### src/rtl/heu_pkg.sv
package heu_pkg;

    localparam int CAP_W           = 16;
    localparam int CHAR_W          = 8;
    localparam int MAX_BYTES       = 4;
    localparam int NB_W            = 3;
    localparam int QUEUE_DEPTH_DEF = 4;

    localparam logic [CAP_W-1:0]  CAP_RESET      = 16'd33;
    localparam logic [CHAR_W-1:0] CHAR_BACKSLASH = 8'h5C;
    localparam logic [CHAR_W-1:0] CHAR_X         = 8'h78;

    typedef enum logic [1:0] {
        PH_IDLE   = 2'd0,
        PH_BSLASH = 2'd1,
        PH_X      = 2'd2,
        PH_HEX    = 2'd3
    } phase_t;

    typedef enum logic [1:0] {
        STATUS_OK       = 2'd0,
        STATUS_TRUNC    = 2'd1,
        STATUS_ZERO_CAP = 2'd2
    } status_t;

    // One classified input transaction: candidate bytes in order, then optional status.
    typedef struct packed {
        logic [MAX_BYTES-1:0][CHAR_W-1:0] bytes;
        logic [NB_W-1:0]                  n_bytes;
        logic                             eos;
    } cmd_t;

    function automatic logic is_hex(input logic [CHAR_W-1:0] c);
        is_hex = (c >= 8'h30 && c <= 8'h39) || (c >= 8'h61 && c <= 8'h66) ||
                 (c >= 8'h41 && c <= 8'h46);
    endfunction

    function automatic logic [3:0] hex_val(input logic [CHAR_W-1:0] c);
        logic [CHAR_W-1:0] d;
        d = 8'h00;
        if (c >= 8'h30 && c <= 8'h39) begin
            d = c - 8'h30;
        end else if (c >= 8'h61 && c <= 8'h66) begin
            d = c - 8'h57;
        end else if (c >= 8'h41 && c <= 8'h46) begin
            d = c - 8'h37;
        end
        hex_val = d[3:0];
    endfunction

endpackage

### src/rtl/heu_front.sv
module heu_front (
    input  logic                       aclk,
    input  logic                       aresetn,
    input  logic                       s_tvalid,
    output logic                       s_tready,
    input  logic [heu_pkg::CHAR_W-1:0] s_tdata,
    input  logic                       s_tlast,
    input  logic                       s_tuser,
    input  logic                       q_full,
    output logic                       q_push,
    output heu_pkg::cmd_t              q_cmd
);

    heu_pkg::phase_t            phase_reg, phase_next, ph_mid;
    logic [heu_pkg::CHAR_W-1:0] held_reg, held_next, held_mid;
    logic                       accept;
    logic                       adv;
    logic                       dec;
    logic [heu_pkg::NB_W-1:0]   nb;

    assign s_tready = !q_full;
    assign accept   = s_tvalid && s_tready;

    always_comb begin
        adv = 1'b0;
        dec = 1'b0;
        case (phase_reg)
            heu_pkg::PH_BSLASH: adv = (s_tdata == heu_pkg::CHAR_X);
            heu_pkg::PH_X:      adv = heu_pkg::is_hex(s_tdata);
            heu_pkg::PH_HEX:    dec = heu_pkg::is_hex(s_tdata);
            default:            ;
        endcase
    end

    // next state
    always_comb begin
        ph_mid   = phase_reg;
        held_mid = held_reg;
        if (s_tuser) begin
            if (adv) begin
                ph_mid = (phase_reg == heu_pkg::PH_BSLASH) ? heu_pkg::PH_X : heu_pkg::PH_HEX;
                if (phase_reg == heu_pkg::PH_X) begin
                    held_mid = s_tdata;
                end
            end else if (dec) begin
                ph_mid   = heu_pkg::PH_IDLE;
                held_mid = '0;
            end else begin
                ph_mid   = (s_tdata == heu_pkg::CHAR_BACKSLASH) ? heu_pkg::PH_BSLASH
                                                                 : heu_pkg::PH_IDLE;
                held_mid = '0;
            end
        end
        phase_next = phase_reg;
        held_next  = held_reg;
        if (accept) begin
            phase_next = s_tlast ? heu_pkg::PH_IDLE : ph_mid;
            held_next  = s_tlast ? '0 : held_mid;
        end
    end

    // outputs: ordered candidate bytes for the back end
    always_comb begin
        q_cmd = '0;
        nb    = '0;
        if (s_tuser) begin
            if (dec) begin
                q_cmd.bytes[nb[1:0]] = {heu_pkg::hex_val(held_reg), heu_pkg::hex_val(s_tdata)};
                nb = nb + 3'd1;
            end else if (!adv) begin
                if (phase_reg != heu_pkg::PH_IDLE) begin
                    q_cmd.bytes[nb[1:0]] = heu_pkg::CHAR_BACKSLASH;
                    nb = nb + 3'd1;
                end
                if (phase_reg == heu_pkg::PH_X || phase_reg == heu_pkg::PH_HEX) begin
                    q_cmd.bytes[nb[1:0]] = heu_pkg::CHAR_X;
                    nb = nb + 3'd1;
                end
                if (phase_reg == heu_pkg::PH_HEX) begin
                    q_cmd.bytes[nb[1:0]] = held_reg;
                    nb = nb + 3'd1;
                end
                if (s_tdata != heu_pkg::CHAR_BACKSLASH) begin
                    q_cmd.bytes[nb[1:0]] = s_tdata;
                    nb = nb + 3'd1;
                end
            end
        end
        if (s_tlast) begin
            if (ph_mid != heu_pkg::PH_IDLE) begin
                q_cmd.bytes[nb[1:0]] = heu_pkg::CHAR_BACKSLASH;
                nb = nb + 3'd1;
            end
            if (ph_mid == heu_pkg::PH_X || ph_mid == heu_pkg::PH_HEX) begin
                q_cmd.bytes[nb[1:0]] = heu_pkg::CHAR_X;
                nb = nb + 3'd1;
            end
            if (ph_mid == heu_pkg::PH_HEX) begin
                q_cmd.bytes[nb[1:0]] = held_mid;
                nb = nb + 3'd1;
            end
            q_cmd.eos = 1'b1;
        end
        q_cmd.n_bytes = nb;
        q_push        = accept && ((nb != '0) || s_tlast);
    end

    always_ff @(posedge aclk) begin
        if (!aresetn) begin
            phase_reg <= heu_pkg::PH_IDLE;
            held_reg  <= '0;
        end else begin
            phase_reg <= phase_next;
            held_reg  <= held_next;
        end
    end

endmodule

### src/rtl/heu_queue.sv
module heu_queue #(
    parameter int DEPTH = heu_pkg::QUEUE_DEPTH_DEF
) (
    input  logic          aclk,
    input  logic          aresetn,
    input  logic          push,
    input  heu_pkg::cmd_t push_cmd,
    input  logic          pop,
    output logic          full,
    output logic          head_valid,
    output heu_pkg::cmd_t head
);

    localparam int PTR_W = (DEPTH > 1) ? $clog2(DEPTH) : 1;
    localparam int CNT_W = $clog2(DEPTH + 1);
    localparam logic [PTR_W-1:0] PTR_LAST = PTR_W'(DEPTH - 1);
    localparam logic [CNT_W-1:0] CNT_FULL = CNT_W'(DEPTH);

    heu_pkg::cmd_t    mem_reg [DEPTH];
    logic [PTR_W-1:0] wr_ptr_reg, wr_ptr_next;
    logic [PTR_W-1:0] rd_ptr_reg, rd_ptr_next;
    logic [CNT_W-1:0] cnt_reg, cnt_next;
    logic             do_push;
    logic             do_pop;

    assign full       = (cnt_reg == CNT_FULL);
    assign head_valid = (cnt_reg != '0);
    assign head       = mem_reg[rd_ptr_reg];
    assign do_push    = push && !full;
    assign do_pop     = pop && head_valid;

    always_comb begin
        wr_ptr_next = wr_ptr_reg;
        rd_ptr_next = rd_ptr_reg;
        cnt_next    = cnt_reg;
        if (do_push) begin
            wr_ptr_next = (wr_ptr_reg == PTR_LAST) ? '0 : wr_ptr_reg + PTR_W'(1);
        end
        if (do_pop) begin
            rd_ptr_next = (rd_ptr_reg == PTR_LAST) ? '0 : rd_ptr_reg + PTR_W'(1);
        end
        if (do_push && !do_pop) begin
            cnt_next = cnt_reg + CNT_W'(1);
        end else if (do_pop && !do_push) begin
            cnt_next = cnt_reg - CNT_W'(1);
        end
    end

    always_ff @(posedge aclk) begin
        if (do_push) begin
            mem_reg[wr_ptr_reg] <= push_cmd;
        end
    end

    always_ff @(posedge aclk) begin
        if (!aresetn) begin
            wr_ptr_reg <= '0;
            rd_ptr_reg <= '0;
            cnt_reg    <= '0;
        end else begin
            wr_ptr_reg <= wr_ptr_next;
            rd_ptr_reg <= rd_ptr_next;
            cnt_reg    <= cnt_next;
        end
    end

endmodule

### src/rtl/heu_back.sv
module heu_back (
    input  logic                       aclk,
    input  logic                       aresetn,
    input  logic [heu_pkg::CAP_W-1:0]  out_capacity,
    input  logic                       head_valid,
    input  heu_pkg::cmd_t              head,
    output logic                       pop,
    output logic                       m_tvalid,
    input  logic                       m_tready,
    output logic [15:0]                m_tdata,
    output logic                       m_tlast,
    output logic                       m_tuser
);

    logic [heu_pkg::CAP_W-1:0]  count_reg, count_next;
    logic                       ovf_reg, ovf_next;
    logic [heu_pkg::NB_W-1:0]   idx_reg, idx_next;
    logic                       valid_reg, valid_next;
    logic [heu_pkg::CHAR_W-1:0] char_reg, char_next;
    logic                       has_reg, has_next;
    logic                       eos_reg, eos_next;
    heu_pkg::status_t           status_reg, status_next;
    logic [heu_pkg::CAP_W-1:0]  limit;
    logic                       step;
    logic                       is_byte;

    assign limit   = (out_capacity == '0) ? '0 : out_capacity - 16'd1;
    assign step    = head_valid && (!valid_reg || m_tready);
    assign is_byte = (idx_reg < head.n_bytes);

    always_comb begin
        count_next  = count_reg;
        ovf_next    = ovf_reg;
        idx_next    = idx_reg;
        valid_next  = m_tready ? 1'b0 : valid_reg;
        char_next   = char_reg;
        has_next    = has_reg;
        eos_next    = eos_reg;
        status_next = status_reg;
        pop         = 1'b0;
        if (step) begin
            if (is_byte) begin
                if (count_reg < limit) begin
                    valid_next  = 1'b1;
                    char_next   = head.bytes[idx_reg[1:0]];
                    has_next    = 1'b1;
                    eos_next    = 1'b0;
                    status_next = heu_pkg::STATUS_OK;
                    count_next  = count_reg + 16'd1;
                end else begin
                    ovf_next = 1'b1;
                end
                if ((idx_reg + 3'd1 == head.n_bytes) && !head.eos) begin
                    pop      = 1'b1;
                    idx_next = '0;
                end else begin
                    idx_next = idx_reg + 3'd1;
                end
            end else begin
                valid_next = 1'b1;
                char_next  = '0;
                has_next   = 1'b0;
                eos_next   = 1'b1;
                if (out_capacity == '0) begin
                    status_next = heu_pkg::STATUS_ZERO_CAP;
                end else if (ovf_reg) begin
                    status_next = heu_pkg::STATUS_TRUNC;
                end else begin
                    status_next = heu_pkg::STATUS_OK;
                end
                count_next = '0;
                ovf_next   = 1'b0;
                pop        = 1'b1;
                idx_next   = '0;
            end
        end
    end

    always_ff @(posedge aclk) begin
        char_reg   <= char_next;
        has_reg    <= has_next;
        eos_reg    <= eos_next;
        status_reg <= status_next;
    end

    always_ff @(posedge aclk) begin
        if (!aresetn) begin
            count_reg <= '0;
            ovf_reg   <= 1'b0;
            idx_reg   <= '0;
            valid_reg <= 1'b0;
        end else begin
            count_reg <= count_next;
            ovf_reg   <= ovf_next;
            idx_reg   <= idx_next;
            valid_reg <= valid_next;
        end
    end

    assign m_tvalid = valid_reg;
    assign m_tdata  = {6'd0, status_reg, char_reg};
    assign m_tlast  = eos_reg;
    assign m_tuser  = has_reg;

endmodule

### src/rtl/hex_escape_unescaper.sv
// Backslash-x hex escape decoder. One source character is taken per cycle on the
// slave side; each complete "\xHH" (either letter case) leaves as one byte, any other
// character passes through, and a broken or unfinished escape comes out literally.
// Every string ends with one status transaction (tlast high, tuser low): ok,
// truncated when more than out_capacity-1 bytes were produced, or zero capacity.
// The front end classifies each character into up to four candidate bytes plus the
// status; a QUEUE_DEPTH-entry queue holds these for the back end, which applies the
// capacity limit and presents one transaction per cycle from its output register
// while m_tready is high. Input is taken every cycle while the queue has room; a
// character that releases a held escape is worked off by the back end one byte at
// a time (up to four, then the status). out_capacity resets to 33; the user must
// write it only while the block is idle, as the block does not enforce this.
module hex_escape_unescaper #(
    parameter int QUEUE_DEPTH = heu_pkg::QUEUE_DEPTH_DEF
) (
    input  logic                       aclk,
    input  logic                       aresetn,
    input  logic                       cfg_wr_en,
    input  logic [heu_pkg::CAP_W-1:0]  cfg_wr_data,   // out_capacity
    input  logic                       s_tvalid,
    output logic                       s_tready,
    input  logic [7:0]                 s_tdata,       // [7:0] in_char
    input  logic                       s_tlast,
    input  logic                       s_tuser,       // [0] char_valid
    output logic                       m_tvalid,
    input  logic                       m_tready,
    output logic [15:0]                m_tdata,       // [7:0] out_char, [9:8] status
    output logic                       m_tlast,
    output logic                       m_tuser        // [0] has_char
);

    logic [heu_pkg::CAP_W-1:0] cap_reg;
    logic                      q_full;
    logic                      q_push;
    heu_pkg::cmd_t             q_cmd;
    logic                      q_pop;
    logic                      q_head_valid;
    heu_pkg::cmd_t             q_head;

    always_ff @(posedge aclk) begin
        if (!aresetn) begin
            cap_reg <= heu_pkg::CAP_RESET;
        end else if (cfg_wr_en) begin
            cap_reg <= cfg_wr_data;
        end
    end

    heu_front u_front (
        .aclk     (aclk),
        .aresetn  (aresetn),
        .s_tvalid (s_tvalid),
        .s_tready (s_tready),
        .s_tdata  (s_tdata),
        .s_tlast  (s_tlast),
        .s_tuser  (s_tuser),
        .q_full   (q_full),
        .q_push   (q_push),
        .q_cmd    (q_cmd)
    );

    heu_queue #(
        .DEPTH (QUEUE_DEPTH)
    ) u_queue (
        .aclk       (aclk),
        .aresetn    (aresetn),
        .push       (q_push),
        .push_cmd   (q_cmd),
        .pop        (q_pop),
        .full       (q_full),
        .head_valid (q_head_valid),
        .head       (q_head)
    );

    heu_back u_back (
        .aclk         (aclk),
        .aresetn      (aresetn),
        .out_capacity (cap_reg),
        .head_valid   (q_head_valid),
        .head         (q_head),
        .pop          (q_pop),
        .m_tvalid     (m_tvalid),
        .m_tready     (m_tready),
        .m_tdata      (m_tdata),
        .m_tlast      (m_tlast),
        .m_tuser      (m_tuser)
    );

endmodule

### config.mk
export PLATFORM = sky130hd
export DESIGN_NAME = hex_escape_unescaper
export DESIGN_NICKNAME = d
export VERILOG_FILES = /design/src/rtl/heu_pkg.sv /design/src/rtl/heu_front.sv /design/src/rtl/heu_queue.sv /design/src/rtl/heu_back.sv /design/src/rtl/hex_escape_unescaper.sv
export SDC_FILE = /design/constraint.sdc
export NUM_CORES = 1
export LEC_CHECK = 0
export ABC_CLOCK_PERIOD_IN_PS = 11350
export BUFFER_PORTS_ARGS = -buffer_cell sky130_fd_sc_hd__buf_2
export CAP_MARGIN = 20
export CORE_MARGIN = 2
export CORE_UTILIZATION = 40
export DETAILED_ROUTE_END_ITERATION = 6
export SLEW_MARGIN = 5
export SYNTH_ARGS = -nofsm -noshare
export SYNTH_HDL_FRONTEND = slang
export SYNTH_SLANG_ARGS = --single-unit
### constraint.sdc
create_clock -name aclk -period 11.35 [get_ports aclk]
set_input_delay 1.135 -clock aclk [delete_from_list [all_inputs] [get_ports aclk]]
set_output_delay 1.135 -clock aclk [all_outputs]
set_load 0.02 [all_outputs]
# Yosys cells after proc, flatten, opt, wreduce, memory -nomap -nowiden
# Memories as Yosys holds them, arrays and structs flattened. A register that Yosys moved wholly into a read port is not among the register bits.
# Index checks and enable logic that the tools add are counted.
dict set report op_classes {
  n_reduce_logical 39
  mux 110
  magnitude_cmp 27
  bitwise_logic 9
  add_sub_neg 19
  eq_ne 14
}
# cell n
set op_table {}
lappend op_table {{32-bit two-way mux} 17}
lappend op_table {{8-bit two-way mux} 16}
lappend op_table {{32-bit bitwise mux} 3}
lappend op_table {{8-bit demux with 2-bit select} 6}
lappend op_table {{3-bit two-way mux} 25}
lappend op_table {{16-bit two-way mux} 3}
lappend op_table {{16-bit NOT} 3}
lappend op_table {{16-bit bitwise AND} 2}
lappend op_table {{8-bit by 7-bit greater-or-equal comparator with 1-bit output (second input constant)} 4}
lappend op_table {{8-bit by 7-bit less-or-equal comparator with 1-bit output (second input constant)} 4}
lappend op_table {{16-bit bitwise OR} 2}
lappend op_table {{3-bit by 1-bit adder with 3-bit output (second input constant)} 8}
lappend op_table {{24-bit two-way mux} 1}
lappend op_table {{4-bit two-way mux} 6}
lappend op_table {{2-bit two-way mux} 11}
lappend op_table {{2-bit by 3-bit less-than comparator with 1-bit output (second input constant)} 7}
lappend op_table {{1-bit logical AND} 20}
lappend op_table {{1-bit two-way mux} 19}
lappend op_table {{16-bit by 1-bit adder with 16-bit output (second input constant)} 1}
lappend op_table {{4-bit by 16-bit bitwise AND with 16-bit output} 1}
lappend op_table {{8-bit binary-select mux with 2-bit select} 1}
lappend op_table {{8-bit by 7-bit equality test with 1-bit output (second input constant)} 2}
lappend op_table {{8-bit by 6-bit greater-or-equal comparator with 1-bit output (second input constant)} 2}
lappend op_table {{8-bit by 6-bit less-or-equal comparator with 1-bit output (second input constant)} 2}
lappend op_table {{23 further kinds} 52}
dict set report word_totals {
  out_inout_bits 20
  n_memories 1
  ff_bits 66
  elab_cells 233
  in_bits 31
  mem_bits_rw 144
}
# memory depth width read_ports rd_ports_with_merged_regs wr line_no
set mem_list {}
lappend mem_list {u_queue.mem_reg 4 36 1 1 1 heu_queue.sv:19} ;# heu_pkg::cmd_t mem_reg [DEPTH];

# Logic depth before layout (Yosys ltp)
# Gate-level depths: netlist of run 1.
dict set report logic_depth {
  ltp_word 40
  ltp_mapped 19
  mapped_depth_nobuf 18
}

# Modules after synthesis
# Synthesis of run 1 repeated with hierarchy kept, for this count alone.
dict set report hier_totals {
  hier_cells 981
  hier_area_um2 11698.7
}
# mod area_per_inst_um2 seq_area_each_um2 n_inst cells_per_inst
set by_module_without_submodules {}
lappend by_module_without_submodules {heu_queue 5730.5 4504.3 1 239}
lappend by_module_without_submodules {heu_front 2682.6 200.2 1 397}
lappend by_module_without_submodules {heu_back 2675.1 780.7 1 294}
lappend by_module_without_submodules {hex_escape_unescaper 610.6 320.3 1 51}

# Worst setup path before layout of run 1
# No wires, ideal clock.
dict set report synth_path {
  kind {input -> register}
  startpoint {input port s_tdata[1]}
  endpoint {memory u_queue.mem_reg[0][7] (netlist bit), data pin}
  arrival_ps 5375
  setup_ps 269
  setup_slack_ps 5706
  cell_stages 18
  required_ps 11081
  path_buffers 0
  path_cell_list {inv_1 > ha_1 > or3b_2 > o311ai_2 > o21ai_1 > a221o_1 > or2_2 > ha_1 > a21oi_1 > inv_1 > ha_1 > a21o_1 > ha_1 > and2_1 > a41oi_2 > a21boi_0 > a21oi_1 > o31a_1}
}
# element line_no
set synth_lines {}
lappend synth_lines {{start, declared} hex_escape_unescaper.sv:22} ;# input logic [7:0] s_tdata,
lappend synth_lines {{end, declared} heu_queue.sv:19}

==> results of run 1 <==
-- area by class of cell --
class / count / area share [%]
timing repair buffer: 50 / 2.10
clock inverter: 18 / 1.38
inverter: 33 / 0.982
multi-input combinational: 631 / 41.1
tap: 378 / 3.75
clock buffer: 24 / 4.59
sequential: 212 / 46.0
-- worst max-delay path, stage by stage --
cell	delay, ns
buf_2	0.15
inv_1	0.19
ha_1	0.26
or3b_2	0.47
o311ai_2	0.14
o21ai_1	0.20
a221o_1	0.62
or2_2	0.42
ha_1	0.30
a21oi_1	0.27
inv_1	0.15
ha_1	0.33
a21oi_1	0.18
ha_1	0.23
nand3_1	0.08
o21ai_0	0.50
a21oi_1	0.13
a21oi_1	0.29
a2bb2oi_1	0.36
-- final timing paths --
| path | startpoint | endpoint | slack [ns] | depth (start not counted) |
|---|---|---|---|---|
| worst max register to register | u_front.phase_reg[1] | u_queue.mem_reg[2][23] | 5.82 | 17 |
| worst max-delay path | s_tdata[1] | u_queue.mem_reg[2][23] | 5.22 | 19 |
| worst min register to register | u_back.ovf_reg | u_back.ovf_reg | 0.47 | 2 |
| worst min-delay path | u_back.ovf_reg | u_back.ovf_reg | 0.47 | 2 |
-- cell usage after synthesis (6+ instances only) --
library cell,instances
edfxtp_1,156
nand2_1,73
dfxtp_1,56
ha_1,55
mux4_2,44
a21oi_1,38
clkbuf_1,35
nor2_1,32
inv_1,31
nor2b_1,28
o21ai_0,22
mux2i_1,20
and3_1,19
nand3_1,19
o22ai_1,19
xnor2_1,18
a22oi_1,16
and2_1,15
a31oi_1,12
o31ai_1,11
a21o_1,10
or4_2,10
a21boi_0,9
nor3_1,9
a32oi_1,8
xor2_1,8
nand4_1,7
o211ai_1,7
buf_4,6
nand2b_1,6
or3_1,6
-- through the flow --
stage | total power [W] | setup slack [ns] | instance area [sq um] | std cells
after detailed placement | 0.00153 | 4.82 | 11900 | 1304
final | 0.00224 | 5.22 | 12600 | 1346
after floorplan | 0.00139 | 5.71 | 11400 | 930
after global routing | 0.00236 | 4.84 | 12600 | 1346
after CTS | 0.00228 | 5.34 | 12600 | 1346
after global placement | 0.00152 | 4.99 | 11900 | 1304
-- metal layers --
layer  GRT usage, %  up-vias
met5              0        -
met4           6.34        0
met3           2.84       62
met2           29.5      255
met1           26.5     3810
li1               -     3639
-- power by group --
group | internal, W | switching, W | leakage [nW]
combinational | 0.000231 | 0.000297 | 2.14
sequential | 0.000929 | 0.0000428 | 1.94
clock | 0.000440 | 0.000305 | 0.362
-- kinds of logic (layout without fill, tap and decap cells) --
logic type                 count (synthesis)  in the layout  synth area share [%]
adders and majority gates                 56             56                  6.23
xor gates and xnor gates                  26             26                  2.00
AOI/OAI and AO/OA                        223            223                  14.3
buffers and inverters                     87            125                  3.49
other                                      1              6                0.0330
muxes                                     66             66                  10.7
and+or+nand+nor                          254            254                  12.2
DFF                                      212            212                  51.1
==> impl_metrics.py, run 1 <==
metrics = {
    "sta": {
        "finalHoldViolCount": 0,
        "fmax_ghz": 0.163,
        "fin_crit_sh_pct": 54.0,
        "final-setup-viol-count": 0,
        "rsz0062_at_grt": "no",
        "fin_crit_ns": 6.13,
        "slew_violations": 0,
        "relSlewSlack_pct": 29.5,
        "setup_tns_ns": 0,
        "whs_ns": 0.474,
        "finalClockSkew_ns": 0.0147,
        "worst_slew_pin_slew_ns": 1.06,
    },
    "logic_synthesis": {
        "ys_ff_latch": 212,
        "synth_top_area_share_pct": 41.2,
        "synth_cell_types": 93,
        "synth-edff-count": 156,
        "syn_area_sq_mm": 0.0114,
        "yosysTopAreaCell": "edfxtp_1",
        "yosysWarnings": 0,
        "synth.area.top_cells": "edfxtp_1 41%, dfxtp_1 9.9%, mux4_2 8.7%",
        "avgSynthCellArea_sq_um": 12.3,
        "synth_cells": 925,
        "async_reset_ff_share_pct": 0,
        "synth-seq-area-share_pct": 51.1,
        "synth_ff_type": "edfxtp_1",
    },
    "clocking": {
        "cts-root-buf": "clkbuf_16",
        "clk_latency_ns": 0.52,
        "cts_resized": 0,
        "cts_buffer_depth": 3,
        "path_clk_slew_ns": 0.06,
        "cts_sinks": 212,
        "post_cts_buffers": 0,
        "tritoncts": "built",
        "htree_levels": 1,
        "cts-buffers-inserted": 23,
        "holdBufCountCts": 0,
    },
    "routing": {
        "met2_length_um": 12700,
        "drc": 0,
        "highest_layer": "met4",
        "vias_per_cell": 5.77,
        "first_iter_violations": 721,
        "ant_nets": 0,
        "postRouteWirelength_um": 28200,
        "wl_met1_um": 12800,
        "met3_length_um": 1630,
        "via_count": 7766,
        "first_pass_iters": 5,
        "wl_per_cell_um": 21.0,
    },
    "cells_and_area": {
        "final_cell_mix": "156 x edfxtp_1, 73 x nand2_1, 55 x ha_1, 55 x dfxtp_1",
        "syn_to_final_growth_pct": 10.9,
        "antennaDiodeCount": 0,
        "seq_area_sq_mm": 0.00581,
        "final_nets": 1038,
        "nFillCells": 2544,
        "multiInputGateArea_sq_mm": 0.00519,
        "final_common_cell": "edfxtp_1",
        "fin_util_pct": 45.3,
        "drive_gt1_share_pct": 18.8,
        "largest_reg_flops": 144,
    },
    "die": {
        "start_util_pct": 40.8,
        "dieHeight_um": 173,
        "rows": 61,
        "io_pins": 51,
        "core_area_sq_mm": 0.0279,
        "die_w_um": 173,
        "dieArea_sq_mm": 0.0298,
    },
    "worst_setup_path": {
        "worstPathRequired_ns": 11.64,
        "worst_setup_path_start_kind": "input pin",
        "cp_max_fo": 15,
        "arrival_ns": 6.42,
        "critical_path_class": "input pin to flop",
        "worstSetupEndpointType": "flop",
    },
    "grt": {
        "grt_pass1_vias": 7474,
        "grtUsageTotal_pct": 18.7,
        "grt_start_max_net_pins": 42,
        "grt.overflow.total": 0,
        "antenna_found_initial": 0,
        "grt_pass1_wl_um": 43800,
    },
    "placement": {
        "dpl.hpwl_um": 19700,
        "io_buffers": 44,
        "gp_congestion": 0.935,
    },
    "outcome": {
        "outcome": "finished, final reports clean",
    },
    "power": {
        "power_density_mw_per_mm2": 178,
        "vdd_drop_max_mv": 0.0794,
        "p_leak_nw": 4.44,
    },
    "hold_path": {
        "hp-class": "flop to flop",
    },
    "job": {
        "cap_violations": 0,
    },
}
Power figures use the tool's default switching activity.
==> run 2: changes to the inputs <==
--- a/config.mk
+++ b/config.mk
@@ -5,7 +5,8 @@
 export SDC_FILE = /design/constraint.sdc
 export NUM_CORES = 1
 export LEC_CHECK = 0
-export ABC_CLOCK_PERIOD_IN_PS = 11350
+export ABC_AREA = 1
+export ABC_CLOCK_PERIOD_IN_PS = 5700
 export BUFFER_PORTS_ARGS = -buffer_cell sky130_fd_sc_hd__buf_2
 export CAP_MARGIN = 20
 export CORE_MARGIN = 2
==> constraint.sdc (replaced) <==
create_clock -name aclk -period 5.7 [get_ports aclk]
set_input_delay 0.57 -clock aclk [delete_from_list [all_inputs] [get_ports aclk]]
set_output_delay 0.57 -clock aclk [all_outputs]
set_load 0.02 [all_outputs]
==> impl_metrics.py, run 2 <==
metrics = {
    "worst_setup_path": {
        "worstSetupEndpointType": "flop",
        "crit_buf_inv": 9,
        "worst_setup_path_start_kind": "input pin",
        "critical_path_class": "input pin to flop",
        "crit_slowest_cell": "fa_1",
        "cp_slowest_stage_delay_ns": 0.43,
        "r2r-start": "u_front.phase_reg[1]",
        "cp_max_fo": 7,
        "path_delay_family": "simple AND/OR/NAND/NOR gates",
        "crit_top_cell": "nand2_1",
        "startpoint": "s_tdata[0]",
        "worstPathRequired_ns": 6.13,
        "arrival_ns": 5.47,
    },
    "outcome": {
        "outcome": "finished, final reports clean",
    },
    "sta": {
        "finalHoldViolCount": 0,
        "setup_tns_ns": 0,
        "worst_slew_pin_slew_ns": 0.902,
        "fmax_ghz": 0.199,
        "finalClockSkew_ns": 0.0122,
        "final-setup-viol-count": 0,
        "fin_crit_ns": 5.03,
        "slew_violations": 0,
        "fin_crit_sh_pct": 88.3,
        "relSlewSlack_pct": 39.8,
        "rsz0062_at_grt": "no",
    },
    "grt": {
        "grtUsageTotal_pct": 19.8,
        "grt_pass1_wl_um": 48100,
        "grt_pass1_vias": 8904,
        "antenna_found_initial": 0,
        "grt_start_max_net_pins": 73,
        "grt.overflow.total": 0,
    },
    "logic_synthesis": {
        "yosysTopAreaCell": "edfxtp_1",
        "synth_xor_area_share_pct": 2.11,
        "synth_cells": 1289,
        "yosysWarnings": 0,
        "synth_cell_types": 62,
        "synth-edff-count": 156,
        "synth_ff_type": "edfxtp_1",
        "synth.area.top_cells": "edfxtp_1 40%, dfxtp_1 9.7%, nand2_1 6.5%",
        "ys_ff_latch": 212,
        "synth_top_family_by_area": "simple AND/OR/NAND/NOR gates",
        "yosys.area_share.simple_pct": 18.8,
        "syn_area_sq_mm": 0.0116,
        "yosysMostFrequentCell": "nand2_1",
        "ys_top_cells_by_count": "202 x nand2_1, 156 x edfxtp_1, 149 x nor2_1",
        "synth_fa_ha_area_share_pct": 6.10,
        "async_reset_ff_share_pct": 0,
        "synth_top_area_share_pct": 40.3,
        "avgSynthCellArea_sq_um": 9.01,
        "synthMuxAreaShare_pct": 0.0862,
        "synth_compound_area_share_pct": 16.5,
        "synth-seq-area-share_pct": 50.0,
    },
    "die": {
        "rows": 62,
        "io_pins": 51,
        "start_util_pct": 40.6,
        "core_area_sq_mm": 0.0286,
        "die_w_um": 174,
        "dieHeight_um": 174,
        "dieArea_sq_mm": 0.0304,
    },
    "cells_and_area": {
        "antennaDiodeCount": 0,
        "drive_gt1_share_pct": 11.3,
        "multiInputGateArea_sq_mm": 0.00510,
        "syn_to_final_growth_pct": 12.2,
        "final_common_cell": "nand2_1",
        "nFillCells": 2725,
        "fin_util_pct": 45.5,
        "final_cell_mix": "202 x nand2_1, 156 x edfxtp_1, 149 x nor2_1",
        "final_nets": 1409,
        "largest_reg_flops": 144,
        "seq_area_sq_mm": 0.00581,
    },
    "placement": {
        "gp_congestion": 0.954,
        "io_buffers": 44,
        "dpl.hpwl_um": 20500,
    },
    "clocking": {
        "cts_sinks": 212,
        "cts-buffers-inserted": 23,
        "htree_levels": 1,
        "post_cts_buffers": 0,
        "clk_latency_ns": 0.51,
        "path_clk_slew_ns": 0.06,
        "holdBufCountCts": 0,
        "cts-root-buf": "clkbuf_16",
        "tritoncts": "built",
        "cts_buffer_depth": 3,
        "cts_resized": 0,
    },
    "hold_path": {
        "hp-class": "input pin to flop",
        "hold_start": "cfg_wr_data[0]",
    },
    "power": {
        "p_leak_nw": 5.11,
        "power_density_mw_per_mm2": 361,
        "vdd_drop_max_mv": 0.174,
    },
    "routing": {
        "vias_per_cell": 5.41,
        "drc": 0,
        "wl_per_cell_um": 17.5,
        "via_count": 9304,
        "first_pass_iters": 6,
        "first_iter_violations": 663,
        "postRouteWirelength_um": 30000,
        "ant_nets": 0,
    },
    "job": {
        "cap_violations": 0,
    },
}
[run 2: cell types whose count changed after synthesis, moves of 13 or more]
cell / change
a21oi_1: +22
and2_1: -15
and3_1: -19
inv_1: +85
mux2i_1: -19
mux4_2: -44
nand2_1: +129
nand2_2: +14
nand3_1: +35
nor2_1: +117
nor2b_1: -28
o21ai_0: +109
o22ai_1: +45
xor2_1: +13
[run 2: area by class of cell]
cell class	count	share of cell area [%]
clock buffer	29	4.83
inverter	124	3.61
multi-input combinational	899	39.2
clock inverter	10	1.01
sequential	212	44.6
tap	384	3.69
timing repair buffer	62	3.11
[run 2: cells by family (layout without fill, tap and decap cells)]
kind of cell	count (synthesis)	after routing
other cells	1	6
compound gates	323	323
flops	212	212
mux	1	1
xor+xnor	28	28
buf+inv	183	225
fa+ha+maj	56	56
simple gates	485	485
[run 2: where the power goes]
| group | leakage (nW) | switching, W | total, W | internal (W) |
|---|---|---|---|---|
| Clock | 0.371 | 0.000595 | 0.00151 | 0.000916 |
| Sequential | 1.93 | 0.0000600 | 0.00194 | 0.00188 |
| Combinational | 2.81 | 0.000886 | 0.00125 | 0.000360 |
[run 2: worst min-delay path, cell delays in order]
cell	delay, ns
buf_2	0.08
a21oi_1	0.04
o21ai_0	0.07
[run 2: per-stage QoR]
| stage | hold WS [ns] | setup WS (ns) | cells | area (sq um) | power [W] |
|---|---|---|---|---|---|
| detailed placement | 0.448 | 0.162 | 1680 | 12300 | 0.00323 |
| floorplan | 0.437 | 0.587 | 1294 | 11600 | 0.00281 |
| global route | 0.283 | 0.0910 | 1720 | 13000 | 0.00497 |
| finish | 0.290 | 0.667 | 1720 | 13000 | 0.00470 |
| CTS | 0.274 | 0.687 | 1719 | 13000 | 0.00474 |
| global placement | 0.447 | 0.366 | 1680 | 12300 | 0.00321 |
[run 2: metal layers]
metal  GRT usage [%]  up-vias  part of all wire, %
met5               0        -                    0
met4            6.20        0                  2.5
met3            3.48       69                  6.5
met2            31.9      297                   45
met1            27.1     4355                   46
li1                -     4583                    -
[run 2: path summary, 6_finish.rpt]
path	endpoint	slack [ns]	cells past startpoint
worst max-delay path	u_queue.cnt_reg[2]	0.67	40
worst min-delay path	cap_reg[0]	0.29	3
worst max register to register	u_queue.cnt_reg[2]	0.71	32
worst min register to register	u_back.ovf_reg	0.46	2
